### config.mk
export PLATFORM = sky130hd
export DESIGN_NAME = htwd_ctrl
export DESIGN_NICKNAME = d
export VERILOG_FILES = /design/src/htwd_pkg.sv /design/src/htwd_ctrl.sv
export VERILOG_INCLUDE_DIRS = /design/src /design/src/src
export SDC_FILE = /design/constraint.sdc
export NUM_CORES = 1
export LEC_CHECK = 0
export BUFFER_PORTS_ARGS = -buffer_cell sky130_fd_sc_hd__buf_2
export CORE_AREA = 3 3 40 42
export CTS_CLUSTER_SIZE = 40
export DETAILED_ROUTE_END_ITERATION = 10
export DIE_AREA = 0 0 43 45
export PLACE_DENSITY = 0.56
export SKIP_LAST_GASP = 1
export SLEW_MARGIN = 5
export SYNTH_ARGS = -nofsm -noshare
export SYNTH_HDL_FRONTEND = slang
export SYNTH_SLANG_ARGS = --single-unit
### constraint.sdc
create_clock -name clk -period 1.4 [get_ports clk]
set_input_delay 0.14 -clock clk [delete_from_list [all_inputs] [get_ports clk]]
set_output_delay 0.14 -clock clk [all_outputs]
set_load 0.02 [all_outputs]
### src/assert_macros.svh
// Assertion macros shared by the decoder RTL.
// Define ASSERT_OFF to compile every check away; no other dependencies.
`ifndef ASSERT_MACROS_SVH
`define ASSERT_MACROS_SVH

`ifndef ASSERT_OFF

// Same-cycle implication, disabled while reset is asserted.
`define ASSERT_IMP(lbl, clk, rstn, ante, cons) \
    lbl: assert property (@(posedge clk) disable iff (!rstn) (ante) |-> (cons)) \
        else $error("implication check failed");

// Next-cycle implication, disabled while reset is asserted.
`define ASSERT_NXT(lbl, clk, rstn, ante, cons) \
    lbl: assert property (@(posedge clk) disable iff (!rstn) (ante) |=> (cons)) \
        else $error("next-cycle check failed");

`else

`define ASSERT_IMP(lbl, clk, rstn, ante, cons)
`define ASSERT_NXT(lbl, clk, rstn, ante, cons)

`endif

`endif

### src/htwd_pkg.sv
// Shared types and constants for the Huffman tree-walk decoder.
// No dependencies; imported by htwd_ctrl, htwd_datapath and the top module.
package htwd_pkg;

    localparam int ALPHABET_SIZE_DEF = 256;

    localparam int IDX_W        = 9;
    localparam int SYM_W        = 8;
    localparam int CNT_W        = 32;
    localparam int OP_W         = 2;
    localparam int BYTE_W       = 8;
    localparam int BIT_CNT_W    = 4;
    localparam int CFG_IDX_W    = 1;
    localparam int CFG_DATA_W   = 32;

    localparam logic [BIT_CNT_W-1:0] BITS_PER_BYTE = 4'd8;

    localparam logic [CFG_IDX_W-1:0] CFG_ROOT_INDEX    = 1'b0;
    localparam logic [CFG_IDX_W-1:0] CFG_TOTAL_SYMBOLS = 1'b1;

    typedef enum logic [OP_W-1:0] {
        OP_LOAD    = 2'd0,
        OP_DECODE  = 2'd1,
        OP_RESTART = 2'd2
    } op_t;

    typedef enum logic [2:0] {
        ST_IDLE,
        ST_CHECK,
        ST_CUR,
        ST_NXT,
        ST_FLUSH
    } state_t;

    typedef struct packed {
        logic             is_leaf;
        logic [SYM_W-1:0] sym;
        logic [IDX_W-1:0] left;
        logic [IDX_W-1:0] right;
    } node_t;

    localparam int NODE_W = $bits(node_t);

    // Commands from the controller to the datapath.
    typedef struct packed {
        logic load_we;
        logic restart;
        logic begin_byte;
        logic read_walk;
        logic read_child;
        logic capture_cur;
        logic step_cur_leaf;
        logic step_nxt;
        logic flush;
    } cmd_t;

    // Status from the datapath to the controller.
    typedef struct packed {
        logic total_hit;
        logic bits_done;
        logic cur_valid;
        logic cur_leaf;
    } status_t;

endpackage

### src/htwd_ctrl.sv
// Sequencing state machine of the tree-walk decoder.
// Depends on htwd_pkg and assert_macros.svh.
`include "assert_macros.svh"

module htwd_ctrl
    import htwd_pkg::*;
(
    input  logic            clk,
    input  logic            rst_n,
    input  logic            start,
    input  logic [OP_W-1:0] operation,
    input  status_t         status,
    output cmd_t            cmd,
    output logic            busy
);

    state_t state_reg;
    state_t state_next;
    op_t    op_sel;

    assign op_sel = op_t'(operation);
    assign busy   = (state_reg != ST_IDLE);

    always_ff @(posedge clk or negedge rst_n)
    begin
        if (!rst_n)
        begin
            state_reg <= ST_IDLE;
        end
        else
        begin
            state_reg <= state_next;
        end
    end

    always_comb
    begin
        state_next = state_reg;
        cmd        = '0;
        unique case (state_reg)
            ST_IDLE:
            begin
                if (start)
                begin
                    unique case (op_sel)
                        OP_LOAD:    cmd.load_we = 1'b1;
                        OP_RESTART: cmd.restart = 1'b1;
                        OP_DECODE:
                        begin
                            cmd.begin_byte = 1'b1;
                            state_next     = ST_CHECK;
                        end
                        default:    ;
                    endcase
                end
            end
            ST_CHECK:
            begin
                // Decide what the next code bit needs, or finish the word.
                if (status.bits_done || status.total_hit)
                begin
                    state_next = ST_FLUSH;
                end
                else if (!status.cur_valid)
                begin
                    cmd.read_walk = 1'b1;
                    state_next    = ST_CUR;
                end
                else if (status.cur_leaf)
                begin
                    cmd.step_cur_leaf = 1'b1;
                end
                else
                begin
                    cmd.read_child = 1'b1;
                    state_next     = ST_NXT;
                end
            end
            ST_CUR:
            begin
                cmd.capture_cur = 1'b1;
                state_next      = ST_CHECK;
            end
            ST_NXT:
            begin
                cmd.step_nxt = 1'b1;
                state_next   = ST_CHECK;
            end
            ST_FLUSH:
            begin
                cmd.flush  = 1'b1;
                state_next = ST_IDLE;
            end
            default:
            begin
                state_next = ST_IDLE;
            end
        endcase
    end

    `ASSERT_NXT(a_child_read_lands, clk, rst_n, cmd.read_child, state_reg == ST_NXT && cmd.step_nxt)
    `ASSERT_NXT(a_flush_frees, clk, rst_n, state_reg == ST_FLUSH, !busy)

endmodule

# Word level (Yosys, flattened, before mapping)
# Index checks and enable logic that the tools add are counted.
[totals] register_bits=3 input_bits=9 output_inout_bits=10 elab_cells=39
[classes] n_eq_ne=9 n_mux=23 reduce_logical=6
[op_table] op="$mux W3" n=7
[op_table] op="$mux W1" n=13
[op_table] op="$pmux W3 S3" n=1
[op_table] op="$eq A3 B2 Y1 const B" n=2
[op_table] op="$mux W2" n=2
[op_table] op="$ne A4 B4 Y1 const B" n=1
[op_table] op="$eq A3 B1 Y1 const B" n=1
[op_table] op="$eq A3 B3 Y1 const B" n=1
[op_table] op="$logic_not A3 Y1" n=1
[op_table] op="$reduce_and A3 Y1" n=1
[op_table] op="$reduce_bool A3 Y1" n=1
[op_table] op="$eq A2 B1 Y1 const B" n=1
[op_table] op="$eq A2 B2 Y1 const B" n=1
[op_table] op="$logic_not A2 Y1" n=1
[op_table] op="$ne A2 B1 Y1 const B" n=1
[op_table] op="$ne A2 B2 Y1 const B" n=1
[op_table] op="$reduce_or A2 Y1" n=1
[op_table] op="$logic_or A1 B1 Y1" n=1

# Logic depth before layout (Yosys ltp)
# Gate-level depths: netlist of the first run.
[depth] ltp_word=4 mapped_depth=2 depth_no_buf=2

# Worst setup path after synthesis of the first run
# No wires, ideal clock.
[synth_timing] path_kind="flip-flop to output port" start="register state_reg[2]" end="output cmd[5] in the netlist's numbering" arrival_ps=1493 required_time_ps=1260 path_slack_ps=-233 stages_incl_launch_ff=3 n_path_buf=0 path_cell_list="dfrtp_1 > or3b_4 > nor4_1"
[synth_rtl] item="start: declaration" line_no="htwd_ctrl.sv:17" source="state_t state_reg;"
[synth_rtl] item="start signal: assignment" line_no="htwd_ctrl.sv:32" source="state_reg <= state_next;"
[synth_rtl] item="end: declaration" line_no="htwd_ctrl.sv:13" source="output cmd_t cmd,"

==> out/summary.txt, run 1 <==
Sequential power share: 25.1%
CP Data Required Time: 1.26 ns
Crit path DAT: 1.56 ns
Setup crit end kind: primary output
Compound-Gate Fraction of Synth Area: 2.381%
Flops & latches, synth: 3
Synth Area in Adders: 0%
Critical-path cell list: or4b_4 > nor3b_4 > buf_6
CTS buffer count: 3
Proportion of synthesized area in mux cells: 0%
Yosys cell types: 17
Max reg flops: 3
Simple-gate share of the synthesized area: 66.19%
Max cap viols: 0
Tcrit/Tclk final: 121.6%
Avg Vias per Cell: 4.603
Nets: 63
Number of fill cells: 127
Endpoints failing hold: 0
Routed wire length: 765 um
P_int: 0.0002690 W
DRC: 0
Critical Path Fanout Max: 3
Comb pwr share: 35.2%
CTS tree: built
Post-Syn Area: 262.8 um^2
DR pass1 iterations: 1
ANT nets after route: 0
Clock root cell: clkbuf_4
Fmax achieved: 587.4 MHz
Post-synthesis xor/xnor area fraction: 0%
Ratio of total power to cell area: 701.6 nW/um^2
Setup TNS: -1.593 ns
WL/cell: 11.25 um
First-pass GRT wire length: 1.221 mm
Setup WS post-layout: -0.3025 ns
Port buffer count: 18
Max rail drop VDD: 0.3659 mV
CTS sink count: 3
Failing checks: setup timing
Initial Util: 20.45%
Die Y: 45 um
CP top delay family: simple AND/OR/NAND/NOR gates
Hold Path Class: in2reg
Routability cong.: 0.6766
Syn_area_per_cell: 10.95 um^2
Inst Count DP: 60
Core Rows: 13
Clock power share: 39.7%
Post-Layout Cell Count: 68
Warnings from Yosys: 0
DR iter-0 viols: 0
H-tree Lvls: 1
Syn_nets: 33
Post-synthesis sequential area ratio: 28.57%
# IOs: 19
Status: finished with violations
Die Area: 1935 um^2
WS Path Type: reg2out
Clock transition at path regs: 0.04 ns
CP max-delay cell: or4b_4
Crit start category: flop
Vias in the first global route: 301
Final Max Slew Viols: 0
RSZ-0062 raised after global routing: true
Slew @ Worst Pin: 0.1789 ns
Initial antenna violation count: 0
Clock Skew: 0.0008555 ns
Multi-input combinational cell area: 231.5 um^2
Largest net degree at the start of global routing: 6
Pleak: 0.2538 nW
Buf/Inv on CP: 1
Clock Path Buffers: 2
Psw: 0.0001138 W
Clock latency on the worst-skew pair: 0.23 ns
Slowest stage delay, CP: 0.59 ns
Sw frac: 29.73%
Sequential cell area: 75.07 um^2
P&R area growth vs syn: 107.6%
Grt ovf: 0
Die Span X: 43 um
Final min period: 1.702 ns
Largest family of logic cells by synthesized area: simple AND/OR/NAND/NOR gates
Setup violations, final: 9
Antenna diodes: 0
Syn Inst Count: 24
Slew HR: 87.98%
Share of cells above drive strength 1: 75.47%
Via Count: 313
GR Util All Layers: 8.750%
Core region area: 1285 um^2
what timing repair did:
action,in CTS,in global routing
hold endpoints to repair,3,0
hold buffers,1,0
endpoints found under the setup margin,7,10
buffers inserted,2,3
pin swaps,4,5
gates resized for setup,12,7
logic make-up (layout without fill, tap and decap cells):
family / after synthesis / count (layout)
and+or+nand+nor: 18 / 18
DFF: 3 / 3
buffers and inverters: 2 / 31
AOI/OAI and AO/OA: 1 / 1
per-stage QoR:
step / util (%) / cell area (um^2) / worst slack (ns) / hold WS (ns) / total power, W
finish: 42.45 / 545.5 / -0.3025 / 0.1723 / 0.0003828
global route: 42.45 / 545.5 / -0.3362 / 0.1887 / 0.0004104
CTS: 40.12 / 515.5 / -0.3226 / 0.1688 / 0.0003848
detailed placement: 33.20 / 426.7 / -0.09993 / -0.06097 / 0.0002054
global placement: 33.20 / 426.7 / -0.07824 / -0.06249 / 0.0002048
floorplan: - / 295.3 / -0.01591 / -0.1556 / 0.0001572
power groups by stage:
stage               combinational [W]  sequential (W)  clock [W]
floorplan                   0.0000591       0.0000981          0
global placement             0.000107       0.0000976          0
global route                 0.000145       0.0000966   0.000169
finish                       0.000135       0.0000960   0.000152
CTS                          0.000129       0.0000964   0.000160
detailed placement           0.000108       0.0000974          0
path summary, 6_finish.rpt:
path                       slack, ns      endpoint  cells past startpoint          from
setup / recovery               -0.30        cmd[7]                      3  state_reg[1]
hold / removal                  0.17  state_reg[1]                      2     status[2]
setup reg to reg                0.06  state_reg[0]                      3  state_reg[0]
hold reg to reg                 0.49  state_reg[0]                      1  state_reg[2]
max in group asynchronous       1.06  state_reg[2]                      2         rst_n
min in group asynchronous       0.23  state_reg[1]                      2         rst_n
layer usage:
metal	vias up	part of all wire [%]	global-route usage, %
li1	152	-	-
met1	143	36	8.937
met2	18	49	13.77
met3	0	15	3.984
met4	0	0	7.229
met5	-	0	0
synth_stat cells:
master     count  area, um^2
or4b_4         1       13.76
nor4_2         1       12.51
nand2_1        1       3.750
a31oi_1        1       6.260
nor3_1         2       10.01
or3b_4         1       11.26
nor3b_2        2       25.02
nor4b_4        1       23.77
nor4b_2        1       15.01
or4bb_1        1       11.26
nor4_1         1       6.260
nor3b_1        2       15.01
inv_1          2       7.510
nand4bb_1      1       11.26
dfrtp_1        3       75.07
nor2_1         2       7.510
or3_2          1       7.510
worst reg2reg max path, stage by stage, from the launching register on:
cell     delay [ns]
dfrtp_1        0.40
buf_4          0.17
or4bb_1        0.50
a31oi_1        0.20
layout make-up:
type / instances / share of cell area (%)
Tap cell: 15 / 3.440
Timing Repair Buffer: 25 / 34.17
Sequential cell: 3 / 13.76
Clock buffer: 4 / 4.817
Inverter: 2 / 1.376
Multi-Input combinational cell: 19 / 42.43
placed cells by master, fill, tap and decap left out, drive strengths merged:
| cell type | instances |
|---|---|
| dfrtp | 3 |
| or4b | 1 |
| clkbuf | 4 |
| buf | 24 |
| dlygate4sd3 | 1 |
| a31oi | 1 |
| or3b | 1 |
| nor3 | 2 |
| nor4 | 2 |
| nor4b | 2 |
| nand4bb | 1 |
| inv | 2 |
| nor3b | 4 |
| nand2 | 1 |
| or4bb | 1 |
| nor2 | 2 |
| or3 | 1 |
Note: power is estimated with default switching activity, not from simulation.
==> inputs of run 2 (changes only) <==
CORE_AREA = 2 2 39 41   (was 3 3 40 42)
DIE_AREA = 0 0 41 43   (was 0 0 43 45)
SLEW_MARGIN = 20   (was 5)
==> out/summary.txt, run 2 (synthesis results as in run 1) <==
Status: finished with violations
Failing checks: setup timing
Setup WS post-layout: -0.2877 ns
Slew HR: 87.90%
Most common cell after layout, fill and taps aside: buf_2
Share of cells above drive strength 1: 69.23%
GR Util All Layers: 9.457%
Max reg flops: 3
Multi-input combinational cell area: 225.2 um^2
Via Count: 295
Setup crit end kind: primary output
Tcrit/Tclk final: 120.5%
Inst Count DP: 63
Die Y: 43 um
Grt ovf: 0
Final min period: 1.688 ns
Ratio of total power to cell area: 726.8 nW/um^2
Die Span X: 41 um
Hold Path Stages: 2
Clock transition at path regs: 0.04 ns
Crit start category: flop
Post-Layout Cell Count: 68
Most crowded layer after global routing: met2
Final Max Slew Viols: 0
First-pass GRT wire length: 1.117 mm
Setup TNS: -1.321 ns
Antenna diodes: 0
Met1 usage: 9.709%
Reg2Reg Depth: 3
Met2 usage: 15.31%
ANT nets after route: 0
Clock Path Buffers: 2
Die Area: 1763 um^2
Max cap viols: 0
Max rail drop VDD: 0.4452 mV
Hold Path Class: in2reg
Avg Vias per Cell: 4.338
H-tree Lvls: 1
DR iter-0 viols: 2
Crit path DAT: 1.55 ns
P&R area growth vs syn: 99.52%
CTS buffer count: 3
Largest net degree at the start of global routing: 6
Number of fill cells: 139
RSZ-0062 raised after global routing: true
Clock latency on the worst-skew pair: 0.23 ns
CP Data Required Time: 1.26 ns
Critical Path Fanout Max: 3
Core region area: 1384 um^2
Routed wire length: 736 um
Clock Skew: 0.0001375 ns
Sequential cell area: 75.07 um^2
CTS sink count: 3
# IOs: 19
Routability cong.: 0.6444
Endpoints failing hold: 0
Fmax achieved: 592.5 MHz
Vias in the first global route: 288
DRC: 0
Pleak: 0.2433 nW
FF-to-FF setup slack: 0.06 ns
Setup violations, final: 7
Port buffer count: 18
DR pass1 iterations: 2
Nets: 62
Most frequent cells in the layout: buf_2 (11), buf_4 (8), buf_6 (4)
Initial antenna violation count: 0
WL/cell: 10.82 um
CTS tree: built
Initial Util: 18.99%
WS Path Type: reg2out
Slew @ Worst Pin: 0.1801 ns
Core Rows: 14
Clock root cell: clkbuf_4
Met3 usage: 6.283%
[run 2: changes by cell type in the layout (fill, tap and decap cells not counted), sizes merged]
| cell | change |
|---|---|
| buf | -1 |
[run 2: worst paths after layout]
path	from	end
worst max-delay path	state_reg[1]	cmd[6]
worst min-delay path	status[2]	state_reg[1]
worst max register to register	state_reg[0]	state_reg[0]
worst min register to register	state_reg[2]	state_reg[0]
max in group asynchronous	rst_n	state_reg[0]
min in group asynchronous	rst_n	state_reg[2]
[run 2: where the power goes]
part | switching (W) | leakage (nW) | internal [W] | total (W)
registers | 0.00000443 | 0.0409 | 0.0000916 | 0.0000960
clock network | 0.0000478 | 0.0150 | 0.000107 | 0.000155
logic | 0.0000642 | 0.187 | 0.0000660 | 0.000130
total | 0.000116 | 0.243 | 0.000265 | 0.000381
[run 2: worst max-delay path, stage by stage, from the launching register on]
cell and delay (ns):
dfrtp_1 0.39, or4b_4 0.59, nor3b_4 0.19, buf_6 0.14
[run 2: area by class of cell]
| type | instances | area share, % |
|---|---|---|
| multi-input cells | 19 | 42.96 |
| repair buffers | 24 | 32.46 |
| flip-flops and latches | 3 | 14.32 |
| clock buffers | 4 | 5.012 |
| well taps | 16 | 3.819 |
| inverters | 2 | 1.432 |
[run 2: what timing repair did]
action,CTS,global route
endpoints found under the hold margin,3,0
resized for setup,11,2
hold buffers,1,0
setup endpoints to repair,7,7
pin swaps,4,2
setup buffers,1,0
[run 2: per-stage QoR]
| step | total power [W] | setup WS (ns) | cell area (um^2) | utilization [%] | hold WS (ns) |
|---|---|---|---|---|---|
| detailed placement | 0.0002095 | -0.06933 | 442.9 | 32.01 | -0.05724 |
| finish | 0.0003810 | -0.2877 | 524.3 | 37.88 | 0.1890 |
| floorplan | 0.0001572 | -0.01591 | 295.3 | - | -0.1556 |
| global placement | 0.0002082 | -0.04431 | 442.9 | 32.01 | -0.05882 |
| global route | 0.0004047 | -0.3459 | 524.3 | 37.88 | 0.1851 |
| CTS | 0.0003860 | -0.2935 | 511.7 | 36.98 | 0.1618 |
[run 2: metal layers]
layer / share of wire (%) / vias up
li1: - / 150
met1: 47 / 126
met2: 43 / 19
met3: 9.6 / 0
met4: 0 / 0
met5: 0 / -
==> inputs of run 3 (changes only) <==
GPL_TIMING_DRIVEN = 0   (was default)
RECOVER_POWER = 100   (was default)
==> out/summary.txt, run 3 (synthesis results as in run 1) <==
Max cap viols: 0
First-pass GRT wire length: 1.145 mm
Inst Count DP: 58
DR iter-0 viols: 2
P_int: 0.0002673 W
Crit path DAT: 1.56 ns
Dpl cell area: 405.4 um^2
Fmax achieved: 589.4 MHz
CTS sink count: 3
Slew @ Worst Pin: 0.1743 ns
GR Util All Layers: 9.859%
CP Data Required Time: 1.26 ns
Nets: 63
Psw: 0.0001096 W
DRC: 0
Die Span X: 41 um
Vias in the first global route: 298
Most frequent cells in the layout: buf_2 (10), buf_4 (8), buf_6 (5)
Sequential power share: 25.7%
Slew HR: 88.29%
CTS buffer count: 3
Number of fill cells: 140
CP top delay family: simple AND/OR/NAND/NOR gates
Hold Slack: 0.1689 ns
CTS tree: built
Most common cell after layout, fill and taps aside: buf_2
Sw frac: 29.08%
Port buffer count: 18
Die Area: 1763 um^2
Setup violations, final: 7
Routability cong.: 0.5920
Avg Vias per Cell: 4.348
Slowest stage delay, CP: 0.57 ns
H-tree Lvls: 1
Tcrit/Tclk final: 121.2%
Critical-path cell list: or4b_4 > nor3b_4 > buf_6
# IOs: 19
DR pass1 iterations: 2
Buf/Inv on CP: 1
Clock power share: 39.3%
RSZ-0062 raised after global routing: true
Largest net degree at the start of global routing: 6
Clock Path Buffers: 2
Crit start category: flop
Core Rows: 14
Final min period: 1.697 ns
Design area: 531.8 um^2
Share of cells above drive strength 1: 71.70%
Setup WS post-layout: -0.2966 ns
Final HPWL DP: 504.7 um
Clock latency on the worst-skew pair: 0.23 ns
Endpoints failing hold: 0
Status: finished with violations
CP max-delay cell: or4b_4
Antenna diodes: 0
WS Path Type: reg2out
Ratio of total power to cell area: 708.7 nW/um^2
Pleak: 0.2432 nW
Initial Util: 18.99%
Grt ovf: 0
P&R area growth vs syn: 102.4%
Hold Path Class: in2reg
Comb pwr share: 35.0%
ANT nets after route: 0
Clock Skew: 0.0009089 ns
Max rail drop VDD: 0.3095 mV
Max reg flops: 3
Core region area: 1384 um^2
WL/cell: 10.88 um
Clock transition at path regs: 0.03 ns
Post-Layout Cell Count: 69
Clock root cell: clkbuf_4
Critical Path Fanout Max: 4
Final Max Slew Viols: 0
Failing checks: setup timing
Die Y: 43 um
Routed wire length: 751 um
Setup TNS: -1.435 ns
Via Count: 300
Initial antenna violation count: 0
Setup crit end kind: primary output
run 3: cell count changes in the layout (fill, tap and decap cells not counted):
cell and change:
buf_2 -1, buf_6 +1, clkbuf_1 +1, dfrtp_1 -1, dfrtp_2 +1, nor3b_1 -1
nor3b_2 +1, nor4_2 +1, nor4_4 -1
run 3: path summary, 6_finish.rpt:
path,end,cells past startpoint,slack [ns],start
worst max-delay path,cmd[6],3,-0.30,state_reg[0]
worst min-delay path,state_reg[1],2,0.17,status[2]
worst max register to register,state_reg[0],3,0.07,state_reg[0]
worst min register to register,state_reg[0],2,0.57,state_reg[2]
max in group asynchronous,state_reg[0],2,0.97,rst_n
min in group asynchronous,state_reg[0],2,0.26,rst_n
run 3: metrics by stage:
step | utilization, % | worst slack, ns | total power (W)
after floorplan | - | -0.01591 | 0.0001572
after global placement | 29.29 | -0.08836 | 0.0001953
after detailed placement | 29.29 | -0.1053 | 0.0001957
after CTS | 36.08 | -0.3090 | 0.0003739
after global routing | 38.43 | -0.3587 | 0.0004095
final | 38.43 | -0.2966 | 0.0003769
run 3: what timing repair did:
action | 4_1_cts | 5_1_grt
setup buffers | 4 | 2
pin swaps | 3 | 5
hold endpoints to repair | 3 | 0
hold buffers | 1 | 0
endpoints found under the setup margin | 7 | 8
gates resized for setup | 10 | 5
run 3: power by group through the flow:
stage	clock network [W]	logic [W]	registers, W
4_1_cts	0.000156	0.000121	0.0000967
2_1_floorplan	0	0.0000591	0.0000981
3_3_place_gp	0	0.0000955	0.0000998
5_1_grt	0.000170	0.000142	0.0000972
6_report	0.000148	0.000132	0.0000969
3_5_place_dp	0	0.0000955	0.000100
run 3: area by class of cell:
cell class / instances / area, um^2 / share of cell area [%]
Clock buffer: 4 / 26.28 / 4.941
Inverter: 2 / 7.507 / 1.412
Multi-Input combinational cell: 19 / 221.5 / 41.65
Sequential cell: 3 / 76.32 / 14.35
Tap cell: 16 / 20.02 / 3.765
Timing Repair Buffer: 25 / 180.2 / 33.88
run 3: per-layer routing:
layer	up-vias	wire length [um]	GRT usage (%)
met2	21	365	15.00
met1	127	295	10.36
li1	152	-	-
met5	-	0	0
met3	0	90	6.283
met4	0	0	4.000
